### config.mk
export PLATFORM = sky130hd
export DESIGN_NAME = sensor_button_event_encoder_flat
export DESIGN_NICKNAME = d
export VERILOG_FILES = /design/src/hdl/sbe_pkg.sv /design/src/hdl/sbe_if.sv /design/src/hdl/sensor_button_event_encoder.sv /design/src/hdl/sbe_ram.sv /design/src/hdl/sbe_window.sv /design/src/hdl/sbe_event.sv /design/src/flat_wrapper.sv
export SDC_FILE = /design/constraint.sdc
export NUM_CORES = 1
export LEC_CHECK = 0
export BUFFER_PORTS_ARGS = -buffer_cell sky130_fd_sc_hd__buf_4
export CAP_MARGIN = 10
export CORE_ASPECT_RATIO = 1.4
export CORE_MARGIN = 2
export CORE_UTILIZATION = 60
export CTS_CLUSTER_DIAMETER = 80
export DETAILED_ROUTE_END_ITERATION = 10
export PLACE_DENSITY = 0.76
export SYNTH_ARGS = -nofsm -noshare
export SYNTH_HDL_FRONTEND = slang
export SYNTH_SLANG_ARGS = --single-unit
### constraint.sdc
create_clock -name i_clk -period 9.53 [get_ports i_clk]
set_clock_uncertainty 0.1 [all_clocks]
set_input_delay 0.953 -clock i_clk [delete_from_list [all_inputs] [get_ports i_clk]]
set_output_delay 0.953 -clock i_clk [all_outputs]
set_load 0.01 [all_outputs]
### src/hdl/sbe_pkg.sv
// shared constants, codes and types of the sensor button event encoder
package sbe_pkg;

    localparam int SAMPLE_BITS = 10;
    localparam int WINDOW      = 32;
    localparam int WIN_LOG     = $clog2(WINDOW);
    localparam int SUM_BITS    = SAMPLE_BITS + WIN_LOG;
    localparam int VAL_BITS    = SAMPLE_BITS + 1;
    localparam int MAX_BYTES   = 6;
    localparam int CNT_BITS    = $clog2(MAX_BYTES + 1);
    localparam int TICK_BITS   = 16;

    localparam logic [TICK_BITS-1:0] LONG_TICKS_RESET = 16'd300;
    localparam logic [VAL_BITS-1:0]  LAST_SENT_RESET  = VAL_BITS'(127);
    localparam logic [VAL_BITS-1:0]  VALUE_OFFSET     = VAL_BITS'(20);

    localparam logic [7:0] CODE_ONE_HI     = 8'h10;
    localparam logic [7:0] CODE_ONE_LO     = 8'h20;
    localparam logic [7:0] CODE_TWO_HI     = 8'h50;
    localparam logic [7:0] CODE_TWO_LO     = 8'h60;
    localparam logic [7:0] CODE_B1_PRESS   = 8'h40;
    localparam logic [7:0] CODE_B1_RELEASE = 8'h41;
    localparam logic [7:0] CODE_B1_STARTUP = 8'h42;
    localparam logic [7:0] CODE_B1_LONG    = 8'h43;
    localparam logic [7:0] CODE_B2_PRESS   = 8'h70;
    localparam logic [7:0] CODE_B2_RELEASE = 8'h71;

    typedef struct packed {
        logic                valid;
        logic                full;
        logic                button_one;
        logic                button_two;
        logic [SUM_BITS-1:0] sum_one;
        logic [SUM_BITS-1:0] sum_two;
    } t_win_item;

endpackage

### src/hdl/sbe_if.sv
// item channel interfaces: sample input, byte output, configuration write
interface sbe_in_if;
    import sbe_pkg::*;
    logic                   valid;
    logic                   ready;
    logic [SAMPLE_BITS-1:0] sample_one;
    logic [SAMPLE_BITS-1:0] sample_two;
    logic                   button_one_level;
    logic                   button_two_level;
    modport source (output valid, sample_one, sample_two, button_one_level,
                    button_two_level, input ready);
    modport sink (input valid, sample_one, sample_two, button_one_level,
                  button_two_level, output ready);
endinterface

interface sbe_out_if;
    logic       valid;
    logic       ready;
    logic [7:0] message_byte;
    logic       last_of_tick;
    modport source (output valid, message_byte, last_of_tick, input ready);
    modport sink (input valid, message_byte, last_of_tick, output ready);
endinterface

interface sbe_cfg_if;
    import sbe_pkg::*;
    logic                 valid;
    logic                 ready;
    logic [TICK_BITS-1:0] data;
    modport source (output valid, data, input ready);
    modport sink (input valid, data, output ready);
endinterface

### src/hdl/sensor_button_event_encoder.sv
// top level: sample window, event encoder and configuration register
// each tick passes the window stages, then is loaded into the byte queue
// throughput: one tick per cycle when it sends nothing, else the next tick
// waits for the byte queue, draining one byte per cycle while output is ready
// reset clears control state and sets the long press limit to 300 ticks
// the 32-entry sample ring is not cleared; its data is only used once written
module sensor_button_event_encoder (
    input  logic      i_clk,
    input  logic      i_rst_n,
    sbe_in_if.sink    i_item,
    sbe_out_if.source o_item,
    sbe_cfg_if.sink   i_cfg
);
    import sbe_pkg::*;

    logic [TICK_BITS-1:0] r_long_ticks;
    t_win_item            win;
    logic                 adv;

    assign i_cfg.ready = 1'b1;

    always_ff @(posedge i_clk) begin
        if (!i_rst_n) begin
            r_long_ticks <= LONG_TICKS_RESET;
        end else if (i_cfg.valid) begin
            r_long_ticks <= i_cfg.data;
        end
    end

    sbe_window u_window (
        .i_clk   (i_clk),
        .i_rst_n (i_rst_n),
        .i_item  (i_item),
        .o_win   (win),
        .i_adv   (adv)
    );

    sbe_event u_event (
        .i_clk        (i_clk),
        .i_rst_n      (i_rst_n),
        .i_win        (win),
        .o_adv        (adv),
        .i_long_ticks (r_long_ticks),
        .o_item       (o_item)
    );
endmodule

### src/hdl/sbe_ram.sv
// generic single-port-write ram with registered read
module sbe_ram #(
    parameter int WIDTH = 8,
    parameter int DEPTH = 32
) (
    input  logic                     i_clk,
    input  logic                     i_wr_en,
    input  logic [$clog2(DEPTH)-1:0] i_wr_addr,
    input  logic [WIDTH-1:0]         i_wr_data,
    input  logic                     i_rd_en,
    input  logic [$clog2(DEPTH)-1:0] i_rd_addr,
    output logic [WIDTH-1:0]         o_rd_data
);
    logic [WIDTH-1:0] r_mem [DEPTH];
    logic [WIDTH-1:0] r_rd_data;

    always_ff @(posedge i_clk) begin
        if (i_wr_en) begin
            r_mem[i_wr_addr] <= i_wr_data;
        end
        if (i_rd_en) begin
            r_rd_data <= r_mem[i_rd_addr];
        end
    end

    assign o_rd_data = r_rd_data;
endmodule

### src/hdl/sbe_window.sv
// sample ring and running window sums, two pipeline stages
module sbe_window (
    input  logic              i_clk,
    input  logic              i_rst_n,
    sbe_in_if.sink            i_item,
    output sbe_pkg::t_win_item o_win,
    input  logic              i_adv
);
    import sbe_pkg::*;

    logic [WIN_LOG-1:0]     r_wr_idx;
    logic                   r_full;
    logic                   r_s1_vld;
    logic [SAMPLE_BITS-1:0] r_s1_one;
    logic [SAMPLE_BITS-1:0] r_s1_two;
    logic                   r_s1_b1;
    logic                   r_s1_b2;
    logic                   r_s1_sub;
    logic                   r_s1_out;
    logic [WIN_LOG-1:0]     r_s1_idx;
    logic [SUM_BITS-1:0]    r_sum_one;
    logic [SUM_BITS-1:0]    r_sum_two;
    logic                   r_s2_vld;
    logic                   r_s2_out;
    logic                   r_s2_b1;
    logic                   r_s2_b2;

    logic                       accept;
    logic                       s1_adv;
    logic                       item_full;
    logic [2*SAMPLE_BITS-1:0]   rd_data;
    logic [SAMPLE_BITS-1:0]     old_one;
    logic [SAMPLE_BITS-1:0]     old_two;
    logic [SUM_BITS-1:0]        n_sum_one;
    logic [SUM_BITS-1:0]        n_sum_two;

    assign s1_adv       = r_s1_vld && (!r_s2_vld || i_adv);
    assign i_item.ready = !r_s1_vld || s1_adv;
    assign accept       = i_item.valid && i_item.ready;
    assign item_full    = r_full || (r_wr_idx == WIN_LOG'(WINDOW - 1));

    sbe_ram #(
        .WIDTH (2 * SAMPLE_BITS),
        .DEPTH (WINDOW)
    ) u_ring (
        .i_clk     (i_clk),
        .i_wr_en   (s1_adv),
        .i_wr_addr (r_s1_idx),
        .i_wr_data ({r_s1_one, r_s1_two}),
        .i_rd_en   (accept),
        .i_rd_addr (r_wr_idx),
        .o_rd_data (rd_data)
    );

    // entries not yet written subtract nothing from the sum
    assign old_one = r_s1_sub ? rd_data[2*SAMPLE_BITS-1:SAMPLE_BITS] : '0;
    assign old_two = r_s1_sub ? rd_data[SAMPLE_BITS-1:0] : '0;
    assign n_sum_one = r_sum_one - SUM_BITS'(old_one) + SUM_BITS'(r_s1_one);
    assign n_sum_two = r_sum_two - SUM_BITS'(old_two) + SUM_BITS'(r_s1_two);

    always_ff @(posedge i_clk) begin
        if (!i_rst_n) begin
            r_wr_idx  <= '0;
            r_full    <= 1'b0;
            r_s1_vld  <= 1'b0;
            r_s2_vld  <= 1'b0;
            r_sum_one <= '0;
            r_sum_two <= '0;
        end else begin
            if (accept) begin
                r_wr_idx <= r_wr_idx + WIN_LOG'(1);
                r_full   <= item_full;
                r_s1_vld <= 1'b1;
            end else if (s1_adv) begin
                r_s1_vld <= 1'b0;
            end
            if (s1_adv) begin
                r_s2_vld  <= 1'b1;
                r_sum_one <= n_sum_one;
                r_sum_two <= n_sum_two;
            end else if (i_adv) begin
                r_s2_vld <= 1'b0;
            end
        end
    end

    always_ff @(posedge i_clk) begin
        if (accept) begin
            r_s1_one <= i_item.sample_one;
            r_s1_two <= i_item.sample_two;
            r_s1_b1  <= i_item.button_one_level;
            r_s1_b2  <= i_item.button_two_level;
            r_s1_sub <= r_full;
            r_s1_out <= item_full;
            r_s1_idx <= r_wr_idx;
        end
        if (s1_adv) begin
            r_s2_out <= r_s1_out;
            r_s2_b1  <= r_s1_b1;
            r_s2_b2  <= r_s1_b2;
        end
    end

    always_comb begin
        o_win.valid      = r_s2_vld;
        o_win.full       = r_s2_out;
        o_win.button_one = r_s2_b1;
        o_win.button_two = r_s2_b2;
        o_win.sum_one    = r_sum_one;
        o_win.sum_two    = r_sum_two;
    end
endmodule

### src/hdl/sbe_event.sv
// change detection, button events and byte queue towards the output
module sbe_event (
    input  logic                            i_clk,
    input  logic                            i_rst_n,
    input  sbe_pkg::t_win_item              i_win,
    output logic                            o_adv,
    input  logic [sbe_pkg::TICK_BITS-1:0]   i_long_ticks,
    sbe_out_if.source                       o_item
);
    import sbe_pkg::*;

    localparam logic [1:0] MODE_STARTUP      = 2'd0;
    localparam logic [1:0] MODE_STARTUP_HELD = 2'd1;
    localparam logic [1:0] MODE_LAST_LOW     = 2'd2;
    localparam logic [1:0] MODE_LAST_HIGH    = 2'd3;

    logic [7:0]           r_buf [MAX_BYTES];
    logic [CNT_BITS-1:0]  r_cnt;
    logic [VAL_BITS-1:0]  r_last_one;
    logic [VAL_BITS-1:0]  r_last_two;
    logic [1:0]           r_mode;
    logic [TICK_BITS-1:0] r_hold;
    logic                 r_long;
    logic                 r_b2_last;

    logic [1:0]           n_mode;
    logic [TICK_BITS-1:0] n_hold;
    logic                 n_long;

    logic                   take;
    logic                   step;
    logic                   upd;
    logic [SAMPLE_BITS-1:0] avg_one;
    logic [SAMPLE_BITS-1:0] avg_two;
    logic [VAL_BITS-1:0]    v_one;
    logic [VAL_BITS-1:0]    v_two;
    logic [SAMPLE_BITS-3:0] q_one;
    logic [SAMPLE_BITS-3:0] q_two;
    logic                   send_one;
    logic                   send_two;
    logic                   pressed;
    logic                   b1_emit;
    logic [7:0]             b1_byte;
    logic                   b2_emit;
    logic [7:0]             cand [MAX_BYTES];
    logic                   cand_en [MAX_BYTES];
    logic [7:0]             lst [MAX_BYTES];
    logic [CNT_BITS-1:0]    num;

    function automatic logic changed(input logic [VAL_BITS-1:0] v,
                                     input logic [VAL_BITS-1:0] old,
                                     input logic coarse);
        logic near;
        near = ({1'b0, old} <= {1'b0, v} + (VAL_BITS + 1)'(1))
            && ({1'b0, old} + (VAL_BITS + 1)'(1) >= {1'b0, v});
        return !near && !(coarse && (v[VAL_BITS-1:2] == old[VAL_BITS-1:2]));
    endfunction

    assign take  = o_item.valid && o_item.ready;
    assign o_adv = (r_cnt == '0) || ((r_cnt == CNT_BITS'(1)) && take);
    assign step  = i_win.valid && o_adv;
    assign upd   = step && i_win.full;

    assign avg_one  = SAMPLE_BITS'(i_win.sum_one >> WIN_LOG);
    assign avg_two  = SAMPLE_BITS'(i_win.sum_two >> WIN_LOG);
    assign v_one    = {1'b0, avg_one} + VALUE_OFFSET;
    assign v_two    = {1'b0, avg_two} + VALUE_OFFSET;
    assign q_one    = avg_one[SAMPLE_BITS-1:2];
    assign q_two    = avg_two[SAMPLE_BITS-1:2];
    assign send_one = changed(v_one, r_last_one, 1'b1);
    assign send_two = changed(v_two, r_last_two, 1'b0);
    assign pressed  = !i_win.button_one;
    assign b2_emit  = i_win.button_two != r_b2_last;

    always_comb begin
        logic [TICK_BITS-1:0] hc;
        hc      = (pressed && (r_hold != '1)) ? r_hold + TICK_BITS'(1) : r_hold;
        n_mode  = r_mode;
        n_hold  = hc;
        n_long  = r_long;
        b1_emit = 1'b0;
        b1_byte = CODE_B1_LONG;
        if (pressed && (hc > i_long_ticks)) begin
            if (!r_long) begin
                n_long  = 1'b1;
                b1_emit = 1'b1;
            end
        end else begin
            case (r_mode)
                MODE_STARTUP: begin
                    if (pressed) begin
                        n_mode  = MODE_STARTUP_HELD;
                        b1_emit = 1'b1;
                        b1_byte = CODE_B1_STARTUP;
                    end else begin
                        n_mode = MODE_LAST_HIGH;
                        n_hold = '0;
                        n_long = 1'b0;
                    end
                end
                MODE_STARTUP_HELD: begin
                    if (!pressed) begin
                        n_mode = MODE_LAST_HIGH;
                        n_hold = '0;
                        n_long = 1'b0;
                    end
                end
                default: begin
                    if ((r_mode == MODE_LAST_HIGH) != i_win.button_one) begin
                        n_mode = i_win.button_one ? MODE_LAST_HIGH : MODE_LAST_LOW;
                        n_hold = '0;
                        if (r_long) begin
                            n_long = 1'b0;
                        end else begin
                            b1_emit = 1'b1;
                            b1_byte = i_win.button_one ? CODE_B1_RELEASE : CODE_B1_PRESS;
                        end
                    end
                end
            endcase
        end
    end

    always_comb begin
        cand[0]    = CODE_ONE_HI | {4'h0, 4'(q_one >> 4)};
        cand[1]    = CODE_ONE_LO | {4'h0, 4'(q_one)};
        cand[2]    = CODE_TWO_HI | {4'h0, 4'(q_two >> 4)};
        cand[3]    = CODE_TWO_LO | {4'h0, 4'(q_two)};
        cand[4]    = b1_byte;
        cand[5]    = i_win.button_two ? CODE_B2_RELEASE : CODE_B2_PRESS;
        cand_en[0] = send_one;
        cand_en[1] = send_one;
        cand_en[2] = send_two;
        cand_en[3] = send_two;
        cand_en[4] = b1_emit;
        cand_en[5] = b2_emit;
        num        = '0;
        for (int i = 0; i < MAX_BYTES; i++) begin
            lst[i] = '0;
        end
        for (int i = 0; i < MAX_BYTES; i++) begin
            if (cand_en[i]) begin
                lst[num] = cand[i];
                num      = num + CNT_BITS'(1);
            end
        end
    end

    always_ff @(posedge i_clk) begin
        if (!i_rst_n) begin
            r_cnt      <= '0;
            r_last_one <= LAST_SENT_RESET;
            r_last_two <= LAST_SENT_RESET;
            r_mode     <= MODE_STARTUP;
            r_hold     <= '0;
            r_long     <= 1'b0;
            r_b2_last  <= 1'b0;
        end else begin
            if (step) begin
                r_cnt <= i_win.full ? num : '0;
            end else if (take) begin
                r_cnt <= r_cnt - CNT_BITS'(1);
            end
            if (upd) begin
                if (send_one) begin
                    r_last_one <= v_one;
                end
                if (send_two) begin
                    r_last_two <= v_two;
                end
                r_mode    <= n_mode;
                r_hold    <= n_hold;
                r_long    <= n_long;
                r_b2_last <= i_win.button_two;
            end
        end
    end

    always_ff @(posedge i_clk) begin
        if (step) begin
            r_buf <= lst;
        end else if (take) begin
            for (int i = 0; i < MAX_BYTES - 1; i++) begin
                r_buf[i] <= r_buf[i+1];
            end
        end
    end

    assign o_item.valid        = r_cnt != '0;
    assign o_item.message_byte = r_buf[0];
    assign o_item.last_of_tick = r_cnt == CNT_BITS'(1);
endmodule
### src/flat_wrapper.sv
// flat-port wrapper written by rule: the top's interface ports become plain ports
module sensor_button_event_encoder_flat import sbe_pkg::*;
  (i_clk, i_rst_n, i_item_valid, i_item_sample_one, i_item_sample_two, i_item_button_one_level, i_item_button_two_level, i_item_ready, o_item_valid, o_item_message_byte, o_item_last_of_tick, o_item_ready, i_cfg_valid, i_cfg_data, i_cfg_ready);
  sbe_in_if i_item_i ();
  sbe_out_if o_item_i ();
  sbe_cfg_if i_cfg_i ();
  input  logic i_clk;
  input  logic i_rst_n;
  input wire logic [$bits(i_item_i.valid)-1:0] i_item_valid;
  input wire logic [$bits(i_item_i.sample_one)-1:0] i_item_sample_one;
  input wire logic [$bits(i_item_i.sample_two)-1:0] i_item_sample_two;
  input wire logic [$bits(i_item_i.button_one_level)-1:0] i_item_button_one_level;
  input wire logic [$bits(i_item_i.button_two_level)-1:0] i_item_button_two_level;
  output wire logic [$bits(i_item_i.ready)-1:0] i_item_ready;
  output wire logic [$bits(o_item_i.valid)-1:0] o_item_valid;
  output wire logic [$bits(o_item_i.message_byte)-1:0] o_item_message_byte;
  output wire logic [$bits(o_item_i.last_of_tick)-1:0] o_item_last_of_tick;
  input wire logic [$bits(o_item_i.ready)-1:0] o_item_ready;
  input wire logic [$bits(i_cfg_i.valid)-1:0] i_cfg_valid;
  input wire logic [$bits(i_cfg_i.data)-1:0] i_cfg_data;
  output wire logic [$bits(i_cfg_i.ready)-1:0] i_cfg_ready;
  assign i_item_i.valid = i_item_valid;
  assign i_item_i.sample_one = i_item_sample_one;
  assign i_item_i.sample_two = i_item_sample_two;
  assign i_item_i.button_one_level = i_item_button_one_level;
  assign i_item_i.button_two_level = i_item_button_two_level;
  assign i_item_ready = i_item_i.ready;
  assign o_item_valid = o_item_i.valid;
  assign o_item_message_byte = o_item_i.message_byte;
  assign o_item_last_of_tick = o_item_i.last_of_tick;
  assign o_item_i.ready = o_item_ready;
  assign i_cfg_i.valid = i_cfg_valid;
  assign i_cfg_i.data = i_cfg_data;
  assign i_cfg_ready = i_cfg_i.ready;
  sensor_button_event_encoder u_core (.i_clk(i_clk), .i_rst_n(i_rst_n), .i_item(i_item_i), .o_item(o_item_i), .i_cfg(i_cfg_i));
endmodule
Word-level counts from Yosys, hierarchy flattened. Memories as Yosys holds them, arrays and structs flattened. A register that Yosys moved wholly into a read port is not among the register bits. Index checks and enable logic that the tools add are counted.

Input bits: 43. Memories: 1. Flip-flop bits (word level): 179. Memory bits (writable): 640. Output and inout port bits: 12.

Memory list: u_core.u_window.u_ring.r_mem (depth 32, width 20, rd ports 1, clocked after memory_dff 1, write ports 1, line sbe_ram.sv:14) `logic [WIDTH-1:0] r_mem [DEPTH];`.

Eq/ne operators: 10. Bitwise logic cells: 7. Reduce and logical (&&, ||, !) cells: 38. Order comparisons: 15. Add/subtract/negate cells: 18. Multiplexer cells: 66.

Operators by type and width (count): $bwmux 48 (5); $mux 48 (5); $demux 8 s3 (5); $mux 16 (5); $mux 40 (2); $add 11x1->12 const B (4); $mux 8 (5); $add 15x10->15 (2); $sub 15x10->15 (2); $ge 12x11->1 (2); $le 11x12->1 (2); $mux 3 (8); $add 10x5->11 const B (2); $ge 4x4->1 const B (5); $lt 4x1->1 const B (5); $mux 10 (2); $not 3->4 (5); $mux 1 (19); $add 16x1->16 const B (1); $gt 16x16->1 (1); $logic_and 1x1->1 (16); $ne 16x16->1 const B (1); $add 3x1->3 const B (5); $mux 2 (6); 24 further kinds (39).

Longest topological paths before layout.
Depth after elaboration: 23. Mapped depth: 22. Gate-level depth less buffers: 20.

Modules after synthesis. From an unflattened synthesis, not the netlist that was laid out.

Cells, all modules: 2763. Area total of the unflattened synthesis: 37830.0 um2.

By module, submodules not included: sbe_ram (times used 1, cells each 1414, seq. area each 19819.0 um2, area each 25753.4 um2); sbe_event (times used 1, cells each 809, seq. area each 2011.9 um2, area each 6869.1 um2); sbe_window (times used 1, cells each 487, seq. area each 1721.7 um2, area each 4590.7 um2); sensor_button_event_encoder (times used 1, cells each 53, seq. area each 320.3 um2, area each 616.8 um2).

Worst setup path after synthesis. No wires, ideal clock.

Kind: input -> register. Start point: input o_item_ready. End point: register u_core.u_window.r_wr_idx[3]. Path slack: 4.822 ns. Arrival time: 4.480 ns. Stages: 5. Buffers on the path: 0. Path through: a21boi_1 a31oi_1 nand4_1 xor2_1 nor2_1.

Word-level cells in the longest chain between the ends: 7.

Ends and longest elaborated chain: from (decl) (line flat_wrapper.sv:18) `input wire logic [$bits(o_item_i.ready)-1:0] o_item_ready;`; $logic_and 1x1->1 (line sbe_event.sv:59) `assign take = o_item.valid && o_item.ready;`; $logic_and 1x1->1 (line sbe_event.sv:60) `assign o_adv = (r_cnt == '0) || ((r_cnt == CNT_BITS'(1)) && take);`; $logic_or 1x1->1 (line sbe_event.sv:60); $logic_or 1x1->1 (line sbe_window.sv:37) `assign s1_adv = r_s1_vld && (!r_s2_vld || i_adv);`; $logic_and 1x1->1 (line sbe_window.sv:37); $logic_or 1x1->1 (line sbe_window.sv:38) `assign i_item.ready = !r_s1_vld || s1_adv;`; $logic_and 1x1->1 (line sbe_window.sv:39) `assign accept = i_item.valid && i_item.ready;`; net u_core.u_window.accept (line sbe_window.sv:28) `logic accept;`; to (signal assigned) (line sbe_window.sv:71) `r_wr_idx <= r_wr_idx + WIN_LOG'(1);`; to (decl) (line sbe_window.sv:11) `logic [WIN_LOG-1:0] r_wr_idx;`.

The timed path passes the listed nets, and every way through them passes these cells. A chain may end at the register's enable or synchronous reset.

Final worst setup path.
Start point: register u_core.u_window.r_sum_two[7]. End point: register u_core.u_event.r_buf (netlist bit u_core.u_event.o_item.message_byte[3]) (data pin).

Word-level cells in the longest chain between the ends: 17.

Ends and longest elaborated chain: from (decl) (line sbe_window.sv:22) `logic [SUM_BITS-1:0] r_sum_two;`; from (signal assigned) (line sbe_window.sv:80) `r_sum_two <= n_sum_two;`; $add 10x5->11 (*) (line sbe_event.sv:67) `assign v_two = {1'b0, avg_two} + VALUE_OFFSET;`; $add 11x1->12 (line sbe_event.sv:54) `near = ({1'b0, old} <= {1'b0, v} + (VAL_BITS + 1)'(1))`; $le 11x12->1 (line sbe_event.sv:54); $logic_and 1x1->1 (*) (line sbe_event.sv:55) `&& ({1'b0, old} + (VAL_BITS + 1)'(1) >= {1'b0, v});`; $mux 3 (line sbe_event.sv:142) `if (cand_en[i]) begin`; $add 3x1->3 or $not 3->4 (tied branches) (line sbe_event.sv:144, sbe_event.sv:143); $mux 3 (tied with other cells) (line sbe_event.sv:142); $add 3x1->3 (tied with other cells) (line sbe_event.sv:144) `num = num + CNT_BITS'(1);`; $mux 3 (tied with other cells) (line sbe_event.sv:142); $not 3->4 (not written as such) (tied with other cells) (line sbe_event.sv:143) `lst[num] = cand[i];`; $ge 4x4->1 (not written as such) (tied with other cells) (line sbe_event.sv:143); $logic_and 1x1->1 (not written as such) (tied with other cells) (line sbe_event.sv:143); $mux 8 (not written as such) or $bwmux 48 (tied branches) (line sbe_event.sv:143); $demux 8 s3 or $mux 48 (tied branches) (line sbe_event.sv:143, sbe_event.sv:142); $bwmux 48 (line sbe_event.sv:143); $mux 48 (*) (line sbe_event.sv:142); $mux 40 (*) (line sbe_event.sv:180) `if (step) begin`; to (signal assigned) (line sbe_event.sv:181) `r_buf <= lst;`; to (signal, indexed assignment) (line sbe_event.sv:184) `r_buf[i] <= r_buf[i+1];`; to (decl) (line sbe_event.sv:17) `logic [7:0] r_buf [MAX_BYTES];`.

Mark *: on every way between the ends. The rest lies on a longest branch, timed or not.

==> flow_summary_export.csv <==
group,metric,value,unit
outcome,status,"finished, final reports clean",
critical_path,reg2reg_depth,20,
yosys,synth_flop_cell,"edfxtp_1",
power_and_ir_drop,vdd_drop_max,0.197,mV
grt,grt_pass1_vias,21314,
critical_path,crit_top_cell,"ha_1",
route,ant_nets,0,
placed_design,detailed_place_hpwl,48.3,mm
grt,antenna_found_initial,0,
cells_and_area,layout-drive-gt1-share,19.4,%
route,firstDrtPassIters,7,
cts,root_buffer,"clkbuf_16",
yosys,synth_warnings,0,
yosys,postSynth.asyncResetShare,0,%
route,num_vias,20451,
placed_design,io_buffers,52,
yosys,synth.top_cell.area_share,59.7,%
yosys,syn_area_per_cell,15.9,um^2
floorplanning,dieArea,0.0631,mm^2
critical_path,r2r_setup_slack,3.91,ns
critical_path,crit_path_end_kind,"flop",
floorplanning,initial_core_util,60.4,%
flow_run,drv_cap,0,
cells_and_area,diodes,0,
critical_path,path_cells,"ha_1 > nor2_1 > nor2_1 > xnor2_1 > or2_2 > nor4_1 > a21boi_0 > ha_1 > a21oi_1 > nand4_1 > a31oi_1 > a211oi_1 > a211o_1 > inv_1 > ha_1 > inv_1 > nand2_1 > a21oi_1 > o21ai_0 > a311oi_1",
cts,post_cts_buffers,0,
critical_path,start_kind,"flop",
cts,clk_latency,0.63,ns
yosys,syn_inst,2302,
placed_design,globalplace.congestion,0.885,
sta,relSlewSlack,18.9,%
sta,tightest_slew,1.22,ns
critical_path,rr_endpoint,"u_core.u_event.o_item.message_byte[3]$_DFFE_PP_",
cells_and_area,syn2layout_area_growth,11.2,%
min_path,min_path_type,"flop to flop",
floorplanning,rows,107,
sta,rsz0062_at_grt,"false",
sta,max_clock_freq,178,MHz
floorplanning,coreArea,0.0606,mm^2
route,drc,0,
grt,grt_max_degree,119,
critical_path,crit_start,"u_core.u_window.r_sum_two[7]$_SDFFE_PN0P_",
cts,tritoncts,"done",
yosys,synth-seq-area-share,65.1,%
sta,hold_viol,0,
floorplanning,ios,55,
yosys,syn_area,0.0367,mm^2
cts,cts_hold_buf,0,
cts,cts-htree-levels,3,
power_and_ir_drop,power_leakage,13.7,nW
critical_path,slowest_delay,0.61,ns
cells_and_area,fillers,3985,
sta,finalSetupViolCount,0,
route,first_iter_violations,2006,
floorplanning,die_x,213,um
route,routed_wl,83.7,mm
cts,cts_resized,0,
cts,cts_buffers,77,
cts,cts_sinks,828,
floorplanning,die_height,296,um
cts,ctsLongestPathBuffers,3,
cts,clkTransAtPathRegs,0.07,ns
critical_path,r2r-start,"u_core.u_window.r_sum_two[7]$_SDFFE_PN0P_",
sta,fin_setup_tns,0,ns
critical_path,cp.depth,20,
critical_path,cp.required,9.86,ns
placed_design,place_area,0.0380,mm^2
route,vias_per_cell,6.35,
yosys,synth.area.top_cells,"edfxtp_1 (60%), mux4_2 (12%), dfxtp_1 (5.4%)",
critical_path,worst-path-buf-inv,2,
critical_path,critPathMaxFanout,19,
yosys,synth-edff-count,729,
cells_and_area,fin_nets,2526,
sta,holdWs,0.336,ns
grt,grt_pass1_wl,127,mm
yosys,synth_cell_type_count,70,
critical_path,critPathKind,"flop to flop",
critical_path,worstPathArrival,5.96,ns
critical_path,critPathSlowestCell,"dfxtp_1",
sta,min_period,5.62,ns
yosys,ys_ff_latch,828,
critical_path,crit_end,"u_core.u_event.o_item.message_byte[3]$_DFFE_PP_",
sta,finalMaxSlewViolations,0,
cells_and_area,finalInstanceArea,0.0408,mm^2
route,wire_per_inst,26.0,um
power_and_ir_drop,p_per_area,234,mW/mm^2
grt,grt.total_usage,27.4,%
yosys,synth_largest_area_cell,"edfxtp_1",
sta,finalCritPeriodShare,59.0,%
grt,overflow,0,
critical_path,cp_top_family,"compound AO/OA/AOI/OAI gates",
==> kinds of logic (layout without fill, tap and decap cells) <==
group | count (synthesis) | count (layout) | share of synthesized area (%)
other | 2 | 3 | 0.0205
muxes | 241 | 241 | 13.5
adders and majority gates | 141 | 141 | 5.26
xor gates and xnor gates | 92 | 92 | 2.24
and+or+nand+nor | 472 | 472 | 6.03
buffers and inverters | 235 | 338 | 2.57
DFF | 828 | 828 | 65.1
AOI/OAI and AO/OA | 291 | 291 | 5.27
==> power by group <==
part	internal, mW	switching [mW]	leakage (nW)
logic	0.796	1.12	4.96
clock network	1.93	1.38	1.32
registers	4.14	0.172	7.43
==> per-stage QoR <==
stage	utilization, %	setup WS, ns	power (mW)	instances
2_1_floorplan	-	4.82	5.80	2303
3_3_place_gp	62.7	4.08	6.20	3080
3_5_place_dp	62.7	3.90	6.27	3080
4_1_cts	67.2	3.87	9.56	3223
5_1_grt	67.2	3.43	9.93	3223
6_report	67.2	3.91	9.53	3223
==> cells in the final DEF (no fill, tap or decap), types with 20 or more instances in the layout <==
master | synthesis | routed
edfxtp_1 | 729 | 729
mux4_2 | 200 | 200
nand2_1 | 140 | 140
inv_1 | 126 | 125
ha_1 | 119 | 119
nor2_1 | 142 | 110
dfxtp_1 | 99 | 94
a21oi_1 | 80 | 80
clkbuf_16 | 0 | 80
buf_4 | 10 | 66
xnor2_1 | 60 | 60
nand3_1 | 46 | 46
o21ai_0 | 43 | 43
nor2_4 | 0 | 32
xor2_1 | 30 | 30
and2_1 | 26 | 26
mux2_2 | 23 | 23
nor3_1 | 23 | 23
o211ai_1 | 23 | 23
fa_1 | 22 | 22
a31oi_1 | 21 | 20
==> synthesized netlist by cell type (all sizes together) (4+ instances only) <==
| master | instances |
|---|---|
| nor3 | 23 |
| nor4 | 6 |
| o21bai | 5 |
| a31oi | 21 |
| ha | 119 |
| clkbuf | 75 |
| and3 | 13 |
| and4 | 4 |
| or3 | 12 |
| nor2b | 8 |
| nand2 | 140 |
| o211ai | 23 |
| a21oi | 81 |
| o221ai | 4 |
| o21ai | 43 |
| inv | 128 |
| a211o | 4 |
| o2111ai | 4 |
| a21o | 14 |
| a22o | 6 |
| a211oi | 20 |
| nand3 | 46 |
| a311oi | 7 |
| nand2b | 18 |
| edfxtp | 729 |
| a22oi | 12 |
| o31ai | 9 |
| fa | 22 |
| mux2i | 18 |
| mux4 | 200 |
| nand4 | 17 |
| mux2 | 23 |
| nor2 | 142 |
| o21a | 15 |
| dfxtp | 99 |
| nand3b | 9 |
| buf | 32 |
| xor2 | 31 |
| xnor2 | 61 |
| and2 | 27 |
==> worst register-to-register path, delay by kind of cell, from the launching register on <==
family                     cells  cell delay (ns)
buffers and inverters          2             0.57
adders and majority gates      3             1.02
xor gates and xnor gates       1             0.19
AOI/OAI and AO/OA              8             1.81
and+or+nand+nor                6             1.15
DFF                            1             0.61
==> per-layer routing <==
layer	global-route usage [%]	wire length, um	up-vias
li1	-	-	8971
met1	32.6	30300	10450
met2	49.4	45200	793
met3	3.20	4450	237
met4	13.0	3710	0
met5	0	0	-
==> how the worst min path moves through the flow <==
stage,start,to,slack [ns],depth (start not counted)
after CTS,u_core.u_window.r_s1_out$_DFFE_PP_,u_core.u_window.r_s2_out$_DFFE_PP_,0.33,0
after global routing,u_core.u_window.r_s1_out$_DFFE_PP_,u_core.u_window.r_s2_out$_DFFE_PP_,0.34,0
after detailed placement,u_core.u_window.r_s1_b1$_DFFE_PP_,u_core.u_window.r_s2_b1$_DFFE_PP_,0.32,0
final,u_core.u_window.r_s1_out$_DFFE_PP_,u_core.u_window.r_s2_out$_DFFE_PP_,0.34,0
after floorplan,u_core.u_window.r_s1_b1$_DFFE_PP_,u_core.u_window.r_s2_b1$_DFFE_PP_,0.30,0
after global placement,u_core.u_window.r_s1_out$_DFFE_PP_,u_core.u_window.r_s2_out$_DFFE_PP_,0.31,0
==> cell type report <==
class	count	area, um^2	share of cell area [%]
sequential	828	23900	58.6
multi-input combinational	1240	12100	29.7
clock buffer	90	2060	5.05
tap	817	1020	2.51
clock inverter	53	693	1.70
timing repair buffer	67	515	1.26
inverter	128	480	1.18
==> state kept, by name, indices dropped and copies added, names as in the netlist, 2 cells and up <==
name and flops:
u_core.u_window.r_s1_two 10, u_core.u_event.r_mode 2, u_core.u_window.r_wr_idx 5, u_core.u_window.r_sum_one 15, u_core.u_event.r_buf 30, u_core.u_event.r_last_two 11
u_core.u_event.r_hold 16, u_core.u_window.r_s1_idx 5, u_core.u_event.r_last_one 11, u_core.u_window.r_sum_two 15, u_core.u_event.r_cnt 3, u_core.u_window.r_s1_one 10
u_core.u_window.u_ring.r_mem 640, u_core.u_window.u_ring.o_rd_data 20, u_core.r_long_ticks 16, u_core.u_event.o_item.message_byte 7
Note: power is estimated with default switching activity, not from simulation.
